$ cat config.mk
export PLATFORM = sky130hd
export DESIGN_NAME = fbr_out_stage
export DESIGN_NICKNAME = d
export VERILOG_FILES = /design/src/rtl/fbr_pkg.sv /design/src/rtl/fbr_out_stage.sv
export SDC_FILE = /design/constraint.sdc
export NUM_CORES = 1
export LEC_CHECK = 0
export ABC_AREA = 0
export BUFFER_PORTS_ARGS = -buffer_cell sky130_fd_sc_hd__buf_2
export CAP_MARGIN = 5
export CORE_MARGIN = 3
export CORE_UTILIZATION = 43
export CTS_BUF_LIST = sky130_fd_sc_hd__clkbuf_16
export CTS_CLUSTER_SIZE = 30
export DETAILED_ROUTE_END_ITERATION = 16
export GPL_ROUTABILITY_DRIVEN = 0
export PLACE_DENSITY = 0.85
export SYNTH_ARGS = -nofsm -noshare
export SYNTH_HDL_FRONTEND = slang
export SYNTH_SLANG_ARGS = --single-unit
$ cat constraint.sdc
create_clock -name i_clk -period 1.2 [get_ports i_clk]
set_input_delay 0.12 -clock i_clk [delete_from_list [all_inputs] [get_ports i_clk]]
set_output_delay 0.12 -clock i_clk [all_outputs]
set_load 0.01 [all_outputs]
$ cat src/rtl/fbr_pkg.sv
// Shared types, command and status codes for the framed byte ring.
package fbr_pkg;

    localparam int CMD_W    = 2;
    localparam int STATUS_W = 3;
    localparam int BYTE_W   = 8;
    localparam int LEN_W    = 10;
    localparam int OUT_W    = 11;
    localparam int HDR_BYTES = 2;

    // Stream word layouts
    localparam int IN_DATA_W     = 32;
    localparam int IN_BYTE_LSB   = 0;
    localparam int IN_FLEN_LSB   = IN_BYTE_LSB + BYTE_W;
    localparam int IN_MLEN_LSB   = IN_FLEN_LSB + LEN_W;
    localparam int OUT_DATA_W    = 48;
    localparam int OUT_BYTE_LSB  = 0;
    localparam int OUT_DROP_LSB  = OUT_BYTE_LSB + BYTE_W;
    localparam int OUT_AVAIL_LSB = OUT_DROP_LSB + OUT_W;
    localparam int OUT_FREE_LSB  = OUT_AVAIL_LSB + OUT_W;
    localparam int OUT_USED_W    = OUT_FREE_LSB + OUT_W;

    localparam logic [LEN_W-1:0] MAX_LEN_RESET = 10'd255;

    // Commands
    localparam logic [CMD_W-1:0] CMD_PUSH_START  = 2'd0;
    localparam logic [CMD_W-1:0] CMD_PUSH_BYTE   = 2'd1;
    localparam logic [CMD_W-1:0] CMD_PKT_READ    = 2'd2;
    localparam logic [CMD_W-1:0] CMD_STREAM_READ = 2'd3;

    // Result status
    localparam logic [STATUS_W-1:0] ST_OK       = 3'd0;
    localparam logic [STATUS_W-1:0] ST_EMPTY    = 3'd1;
    localparam logic [STATUS_W-1:0] ST_REJECT   = 3'd2;
    localparam logic [STATUS_W-1:0] ST_OVER_MAX = 3'd3;
    localparam logic [STATUS_W-1:0] ST_BAD_PUSH = 3'd4;

    typedef struct packed {
        logic [STATUS_W-1:0] status;
        logic [BYTE_W-1:0]   read_byte;
        logic                last_of_frame;
        logic [OUT_W-1:0]    dropped_bytes;
        logic [OUT_W-1:0]    stream_avail;
        logic [OUT_W-1:0]    free_space;
    } t_result;

endpackage

$ cat src/rtl/fbr_out_stage.sv
// Output register that holds one result word until the sink takes it.
module fbr_out_stage import fbr_pkg::*; (
    input  logic    i_clk,
    input  logic    i_rst_n,
    input  logic    i_load,
    input  t_result i_result,
    input  logic    i_ready,
    output logic    o_valid,
    output t_result o_result
);

    logic    r_valid;
    t_result r_result;

    // Hold the word until taken; the user must load only when empty or draining, the stage does not enforce it
    always_ff @(posedge i_clk) begin
        if (!i_rst_n) begin
            r_valid <= 1'b0;
        end else if (i_load) begin
            r_valid <= 1'b1;
        end else if (r_valid && i_ready) begin
            r_valid <= 1'b0;
        end
    end

    always_ff @(posedge i_clk) begin
        if (i_load) begin
            r_result <= i_result;
        end
    end

    assign o_valid  = r_valid;
    assign o_result = r_result;

endmodule

-- Word-level counts from Yosys, hierarchy flattened
Index checks and enable logic that the tools add are counted.
- register bits: 46
- bits of input ports: 49
- output and inout bits: 46
- word-level logic and storage cells: 11
- muxes and demuxes: 2
- reductions and logical operators: 2
- operators with widths (cell ; count):
    two-way mux 1 bit ; 2
    nonzero test 2 bit ; 1
    logical AND 1 bit ; 1

-- Depth between registers and ports, before layout
Gate-level depths: netlist (run 1).
- word-level depth: 3
- mapped depth: 2
- gate-level depth less buffers: 2

-- Worst setup path before layout (run 1)
Ideal clock, no wire load.
- path kind: register to register
- start point: register r_valid (netlist: o_valid)
- end point: register r_valid (netlist: o_valid)
- setup time: 0.115 ns
- arrival: 0.585 ns
- required time: 1.085 ns
- setup slack: 0.500 ns
- stages on the path, launching flop included: 3
- path buffers: 0
- period minus slack after synthesis: 0.700 ns
- path through: dfxtp_1 > nor2b_4 > o21a_1
- cells in the longest elaborated chain, start to end: 2
- RTL lines (what ; line ; text):
    start, declared ; fbr_out_stage.sv:12 ; logic r_valid;
    start signal, assigned ; fbr_out_stage.sv:18 ; r_valid <= 1'b0;
    start signal, assigned ; fbr_out_stage.sv:20 ; r_valid <= 1'b1;
    start signal, assigned ; fbr_out_stage.sv:22 ; r_valid <= 1'b0;
    logical AND 1 bit ; fbr_out_stage.sv:21 ; end else if (r_valid && i_ready) begin
    nonzero test 2 bit (no source line) ; n/a ;
No other way between the ends.
A chain may end at the register's enable or synchronous reset.

-- Worst setup path after layout (run 1)
- start point: register r_result, in the netlist o_result[15]
- end point: output o_result[15] (netlist name)
- RTL lines (what ; line ; text):
    start, declared ; fbr_out_stage.sv:13 ; t_result r_result;
    start signal, assigned ; fbr_out_stage.sv:28 ; r_result <= i_result;
    end, declared ; fbr_out_stage.sv:9 ; output t_result o_result
No word-level cell between the ends.

==> run metrics, run 1 <==
end-of-flow core utilization around 67%; Synth area leader edfxtp_1; share of layout cells above drive strength 1 about two thirds; largest net degree at the start of global routing 47; R2R Path Start o_valid; Reg2Reg Depth 2; Seq cells post-synth 46; Die H 62.91 um; syn_area_per_cell between 20 and 30 sq um; Worst Hold End o_result[40]; Clock Sinks between 40 and 50; status finished, final reports clean; Final min period approximately 0.93 ns; Top Family by Delay on Critical Path flip-flops; Filler cells between 200 and 250; Max Clock Skew 0 ns; DRC Markers 0; worst skew pair latency around 0.27 ns; Buf/Inv on CP 1; Root Buffer clkbuf_16; Initial Util around 45%; Cell Rows 20; final setup vio count 0; Worst-path clk slew ~0.06 ns; total setup buffers inserted after CTS 0; most frequent cells in the layout 94 x buf_2, 45 x edfxtp_1, 5 x clkbuf_16; Maximum Capacitance Violations 0; RSZ-0062 raised after global routing no; drt first-iter violations 26; Num CTS Buffers 5; crit path kind reg -> out; reg2reg end o_valid; worst hold path depth 1; Layout Cells excl Fill 195; Pwr Density approximately 1700 nW/um^2; CTS hold repair buffers 0; worst hold path class in -> reg; wire per inst 13.66 um; yosys warns 0; Slew HR a little over four fifths; fin area about 2100 sq um; TritonRoute pass-1 iters 3; synth-to-layout area growth 49.06%; total track usage 15.07%; Final Net Count slightly below 200; Cell Chain, Critical Path buf_2; Lkg Pwr 0.9086 nW; Port Buffers 94; htree depth 2; core region area between 3000 and 4000 sq um; die width between 60 and 70 um; Peak Freq 1070 MHz; met1 Track Usage GR roughly 14%; gr busiest metal met2; max incr delay on CP 0.39 ns; max-slew violation count 0; worst hold path startpoint i_result[40]; CP startpoint o_result[15]; synthesized instance count 48; Sum Neg Setup Slack 0 ns; final wirelength ~2.7 mm; vias per cell ~4.3; startpoint class of the critical path register; most common cell after layout, fill and taps aside buf_2; IO Count 95; Hold Violations, Final 0; global-route wire length before repair 4.326 mm; post-synthesis sequential area ratio approximately 98%; measured slew at the worst slew-check pin approximately 0.23 ns; met2 Resource Use GR 25.03%; flop-to-flop setup slack ~0.48 ns; post-route ant nets 0; fin crit share between 70% and 80%; clock tree buffer depth 2; Post-CTS Resized 0; placed cells ~190; Mapped Nets slightly below 100; IR drop worst, VDD 1020 uV; initial antenna violation count 0; data arrival time of the worst path 0.81 ns; Mapped Area approximately 1400 sq um; Distinct cells, synth 4; synth top area cells edfxtp_1 97%, dfxtp_1 1.4%, nor2b_4 0.99%; GR Util met3 between 10 and 15%; number of global-route vias before repair slightly above 900; diodes inserted 0; via count around 840; CP max FO 1; total gr overflow 0; final total power ~3.5 mW; WP data required about 1.1 ns; Yosys top cell area share a little under 100%; CP max stage cell edfxtp_1; cell area after placement 1938 sq um; CTS tree done; kind of end point of the critical path primary output; die area 3958 sq um
[where the power goes]
group          total, mW  internal [mW]  switching (mW)
registers           1.93           1.90          0.0286
logic              0.306          0.143           0.162
clock network       1.24          0.751           0.485
[Yosys cell counts]
cell       n
o21a_1     1
nor2b_4    1
dfxtp_1    1
edfxtp_1  45
[cell families after synthesis]
family and share of synthesized area [%]:
flip-flops 98.47, AND/OR/NAND/NOR 0.9881, AO/OA/AOI/OAI 0.5393
[area by class of cell]
class	count	area, sq um	area share (%)
Clock inverter	3	12.51	0.6028
Sequential cell	46	1371	66.06
Timing Repair Buffer	95	490.5	23.63
Tap cell	44	55.05	2.652
Clock buffer	5	125.1	6.028
Multi-Input combinational cell	2	21.27	1.025
[registers in the layout (all words and copies together) (netlist names)]
| signal | flops |
|---|---|
| o_result | 45 |
| o_valid | 1 |
[worst max path at each step]
| stage | end | slack [ns] | cells after the start |
|---|---|---|---|
| CTS | o_result[15] | 0.25 | 1 |
| detailed placement | o_result[11] | 0.40 | 2 |
| global route | o_result[37] | 0.23 | 1 |
| floorplan | o_valid | 0.50 | 2 |
| global placement | o_result[14] | 0.42 | 2 |
| finish | o_result[15] | 0.27 | 1 |
[routing by layer]
layer  routed length (um)  part of all wire [%]
met1                  816                    31
met2                 1364                    51
met3                  463                    17
met4                   19                  0.71
met5                    0                     0
[through the flow]
step / hold WS, ns / setup WS, ns
2_1_floorplan: 0.2189 / 0.5002
3_3_place_gp: 0.2963 / 0.4225
3_5_place_dp: 0.2981 / 0.4045
4_1_cts: 0.01121 / 0.2511
5_1_grt: 0.006552 / 0.2316
6_report: 0.01831 / 0.2656
(Power assumes the default switching activity.)
==> run 2, diff against run 1 <==
--- a/config.mk
+++ b/config.mk
@@ -9,12 +9,12 @@
 export BUFFER_PORTS_ARGS = -buffer_cell sky130_fd_sc_hd__buf_2
 export CAP_MARGIN = 5
 export CORE_MARGIN = 3
-export CORE_UTILIZATION = 43
+export CORE_UTILIZATION = 40
 export CTS_BUF_LIST = sky130_fd_sc_hd__clkbuf_16
 export CTS_CLUSTER_SIZE = 30
 export DETAILED_ROUTE_END_ITERATION = 16
 export GPL_ROUTABILITY_DRIVEN = 0
-export PLACE_DENSITY = 0.85
+export PLACE_DENSITY = 0.8
 export SYNTH_ARGS = -nofsm -noshare
 export SYNTH_HDL_FRONTEND = slang
 export SYNTH_SLANG_ARGS = --single-unit
==> constraint.sdc (replaced) <==
create_clock -name i_clk -period 0.97 [get_ports i_clk]
set_input_delay 0.097 -clock i_clk [delete_from_list [all_inputs] [get_ports i_clk]]
set_output_delay 0.097 -clock i_clk [all_outputs]
set_load 0.01 [all_outputs]
==> run 2 against run 1 <==
  * Critical path depth unchanged
  * Setup slack lost 0.23 ns
  * Clock-buffer cell count stayed put
==> run metrics, run 2 (synthesis gave the netlist of run 1 again) <==
status finished, final reports clean; worst skew pair latency ~0.27 ns; Cell Rows 20; Initial Util 43.82%; worst hold path class in -> reg; Die H 65.01 um; max incr delay on CP 0.40 ns; number of global-route vias before repair slightly above 1000; max-slew violation count 0; share of layout cells above drive strength 1 55.61%; CTS tree done; CP max FO 1; Peak Freq approximately 1100 MHz; Cell Chain, Critical Path buf_2; DRC Markers 0; startpoint class of the critical path register; kind of end point of the critical path primary output; Reg2Reg Depth 2; most common cell after layout, fill and taps aside buf_2; Clock Sinks 46; crit path kind reg -> out; drt first-iter violations 54; cell area after placement between 1500 and 2000 sq um; Final Net Count between 200 and 250; total track usage between 10% and 20%; Maximum Capacitance Violations 0; core region area approximately 3200 sq um; final setup vio count 0; CP max stage cell edfxtp_1; R2R Path Start o_valid; IR drop worst, VDD roughly 1300 uV; total setup buffers inserted after CTS 0; fin area 2454 sq um; Pwr Density about 1800 nW/um^2; Sum Neg Setup Slack 0 ns; Post-CTS Resized 0; die width 65.01 um; worst hold path depth 1; flop-to-flop setup slack about 0.3 ns; Top Family by Delay on Critical Path flip-flops; fin crit share 96.75%; Final min period 0.9385 ns; most frequent cells in the layout 94 x buf_2, 45 x edfxtp_1, 36 x dlygate4sd3_1, 5 x clkbuf_16; initial antenna violation count 0; Slew HR 89.54%; reg2reg end o_valid; TritonRoute pass-1 iters 4; vias per cell between 4 and 5; max FFs per register 45; worst hold path startpoint i_result[24]; htree depth 2; Port Buffers 94; Lkg Pwr around 1.1 nW; Buf/Inv on CP 1; CTS hold repair buffers 29; WP data required between 0.8 and 0.9 ns; Root Buffer clkbuf_16; measured slew at the worst slew-check pin 0.1569 ns; diodes inserted 0; data arrival time of the worst path 0.84 ns; Max Clock Skew 0 ns; post-route ant nets 0; via count 1021; global-route wire length before repair a little under 5 mm; wire per inst 16.56 um; IO Count 95; synth-to-layout area growth 76.19%; die area 4226 sq um; clock tree buffer depth 2; Worst Hold End o_result[24]; Num CTS Buffers 5; Worst-path clk slew around 0.060 ns; final wirelength 3.825 mm; largest net degree at the start of global routing 30; total gr overflow 0; Hold Violations, Final 0
## run 2: changes by cell type in the layout (fill, tap and decap cells not counted)
cell,change
dlygate4sd3_1,+36
clkinv_1,-1
inv_1,-1
clkinv_2,+1
buf_12,+1
## run 2: area by class of cell
class | instances | area, sq um
well taps | 44 | 55.05
fillers | 193 | 724.4
repair buffers | 132 | 870.8
multi-input cells | 2 | 21.27
clock inverters | 2 | 10.01
clock buffers | 5 | 125.1
flip-flops and latches | 46 | 1371
## run 2: metal layers
metal  share of wire, %  up-vias  global-route usage [%]
li1                   -      470                       -
met1                 36      484                   14.94
met2                 56       67                   32.69
met3                8.0        0                   5.026
met4                  0        0                   5.541
met5                  0        -                       0
## run 2: how the worst max path moves through the flow
stage	startpoint	cells past startpoint	end
final	o_result[10]	1	o_result[10]
after floorplan	o_valid	2	o_valid
after global placement	i_load	2	o_result[19]
after detailed placement	i_load	2	o_result[31]
after global routing	o_result[10]	1	o_result[10]
after CTS	o_result[43]	1	o_result[43]
## run 2: worst reg2reg max path: stages (launching register included)
cell and delay [ns]:
dfxtp_1 0.30, nor2b_4 0.11, o21a_1 0.15
## run 2: power breakdown
| group | switching, mW | leakage [nW] | internal [mW] | total, mW |
|---|---|---|---|---|
| clock network | 0.631 | 0.0694 | 0.929 | 1.56 |
| logic | 0.232 | 0.547 | 0.280 | 0.512 |
| registers | 0.0431 | 0.449 | 2.36 | 2.40 |
## run 2: per-stage QoR
stage	setup slack (ns)	utilization, %	hold WS, ns	instances	power, mW
final	0.03155	77.20	0.003692	231	4.470
after global routing	-0.01233	77.20	0.001491	231	4.624
after CTS	0.04868	75.00	0.0002949	224	4.435
after detailed placement	0.2174	61.61	0.2751	188	2.822
after global placement	0.2242	61.61	0.2734	188	2.806
after floorplan	0.2702	-	0.1959	48	2.532
==> run 3, diff against run 2 <==
==> constraint.sdc (replaced) <==
create_clock -name i_clk -period 0.97 [get_ports i_clk]
set_input_delay 0.097 -clock i_clk [delete_from_list [all_inputs] [get_ports i_clk]]
set_output_delay 0.097 -clock i_clk [all_outputs]
set_load 0.05 [all_outputs]
==> run 3 against run 2 <==
  * The run now ends with setup timing left
  * Flip-flop and latch count is the same
  * Clock power grew 4%
  * First-iteration DRC count grew 19%
  * Sequential share of layout area shrank 4.9 points
  * Cell count grew 3.0%
  * Sequential power is essentially flat
  * Routed wire length grew 15%
  * Core utilization grew 7.5 points
  * Combinational power grew 120%
  * Critical endpoint is now o_result[31]
  * Largest cell class unchanged
  * Largest power group unchanged
==> run metrics, run 3 (synthesis gave the netlist of run 1 again) <==
number of global-route vias before repair slightly above 1000; largest net degree at the start of global routing 30; initial antenna violation count 0; met1 Track Usage GR between 10% and 20%; startpoint class of the critical path register; vias per cell around 4.5; Top Family by Delay on Critical Path flip-flops; kind of end point of the critical path primary output; total track usage about 17%; Final WS setup -0.01803 ns; via count ~1100; worst hold path class in -> reg; core region area between 3000 and 4000 sq um; Die H 65.01 um; wire per inst roughly 18 um; IO Count 95; RSZ-0062 raised after global routing yes; die width 65.01 um; Filler cells roughly 150; share of layout cells above drive strength 1 54.64%; synth-to-layout area growth 93.35%; Cell Chain, Critical Path buf_2; Layout Cells excl Fill 238; total setup buffers inserted after CTS 0; failing checks setup timing; CP max FO 1; Final min period 0.9880 ns; Num CTS Buffers 5; die area between 4000 and 5000 sq um; diodes inserted 0; Clock Sinks 46; fin crit share 101.9%; Initial Util a little over two fifths; max-slew violation count 0; Root Buffer clkbuf_16; CTS tree done; IR drop worst, VDD 1557 uV; max incr delay on CP about 0.34 ns; placed cells between 150 and 200; most frequent cells in the layout 56 x buf_2, 45 x edfxtp_1, 42 x dlygate4sd3_1, 19 x buf_6, 18 x buf_4; clock tree buffer depth 2; worst skew pair latency 0.27 ns; crit path kind reg -> out; most common cell after layout, fill and taps aside buf_2; Port Buffers 94; Final Net Count approximately 240; Lkg Pwr 1.147 nW; status complete, but fails checks; max FFs per register 45; final total power between 5 and 6 mW; met2 Resource Use GR a little under a third; data arrival time of the worst path just under 0.9 ns; Detail Placement HPWL between 2 and 2.5 mm; CP max stage cell edfxtp_1; final setup vio count 4; DRC Markers 0; Slew HR 82.07%; post-route ant nets 0; global-route wire length before repair approximately 5.1 mm; GR Util met3 6.239%; final wirelength around 4.4 mm; total gr overflow 0; htree depth 2; drt first-iter violations 64; Max Clock Skew 0 ns; TritonRoute pass-1 iters 4; Maximum Capacitance Violations 0; Peak Freq just over 1000 MHz; Buf/Inv on CP 1; Cell Rows 20; Pwr Density between 1500 and 2000 nW/um^2; WP data required 0.87 ns; measured slew at the worst slew-check pin roughly 0.27 ns; Worst-path clk slew roughly 0.060 ns; gr busiest metal met2; Hold Violations, Final 0
==> run 3: changes by cell type in the layout (fill, tap and decap cells not counted), sizes merged <==
cell	before	now
dlygate4sd3	36	42
buf	96	95
clkbuf	5	6
clkinvlp	0	1
==> run 3: cell type report <==
class                           count  area, sq um  share of cell area, %
Clock inverter                      3        21.27                 0.7900
Clock buffer                        5        125.1                  4.647
Sequential cell                    46         1373                  50.98
Multi-Input combinational cell      2        21.27                 0.7900
Tap cell                           44        55.05                  2.045
Timing Repair Buffer              138         1097                  40.75
==> run 3: metrics by stage <==
step / util, % / hold slack [ns] / worst slack, ns / TNS (ns) / cell area, sq um
6_report: 84.72 / 0.007578 / -0.01803 / -0.04214 / 2693
5_1_grt: 84.72 / 0.004832 / -0.04474 / -0.2064 / 2693
4_1_cts: 76.18 / 0.0001197 / 0.0008017 / 0 / 2421
3_5_place_dp: 61.65 / 0.2753 / 0.1875 / 0 / 1959
3_3_place_gp: 61.65 / 0.2738 / 0.2120 / 0 / 1959
2_1_floorplan: - / 0.1959 / 0.1645 / 0 / 1394
==> run 3: path summary, 6_finish.rpt <==
check | endpoint | from | depth (start not counted) | slack (ns)
worst max register to register | o_valid | o_valid | 2 | 0.29
worst min register to register | o_valid | o_valid | 2 | 0.57
worst min-delay path | o_result[39] | i_result[39] | 1 | 0.008
worst max-delay path | o_result[31] | o_result[31] | 1 | -0.02
==> run 3: report_power, final <==
part           internal, mW  switching (mW)  total [mW]
logic                 0.408           0.708        1.12
registers              2.36          0.0649        2.42
clock network         0.952           0.676        1.63
==> run 3: routing by layer <==
| layer | part of all wire (%) | vias to the layer above |
|---|---|---|
| li1 | - | 481 |
| met1 | 35 | 515 |
| met2 | 55 | 73 |
| met3 | 8.7 | 6 |
| met4 | 0.91 | 0 |
| met5 | 0 | - |
==> run 3: what timing repair did <==
action	in CTS	in global routing
gates resized for setup	9	78
gates cloned	0	0
hold endpoints to repair	29	13
setup endpoints to repair	7	36
hold buffers	29	13
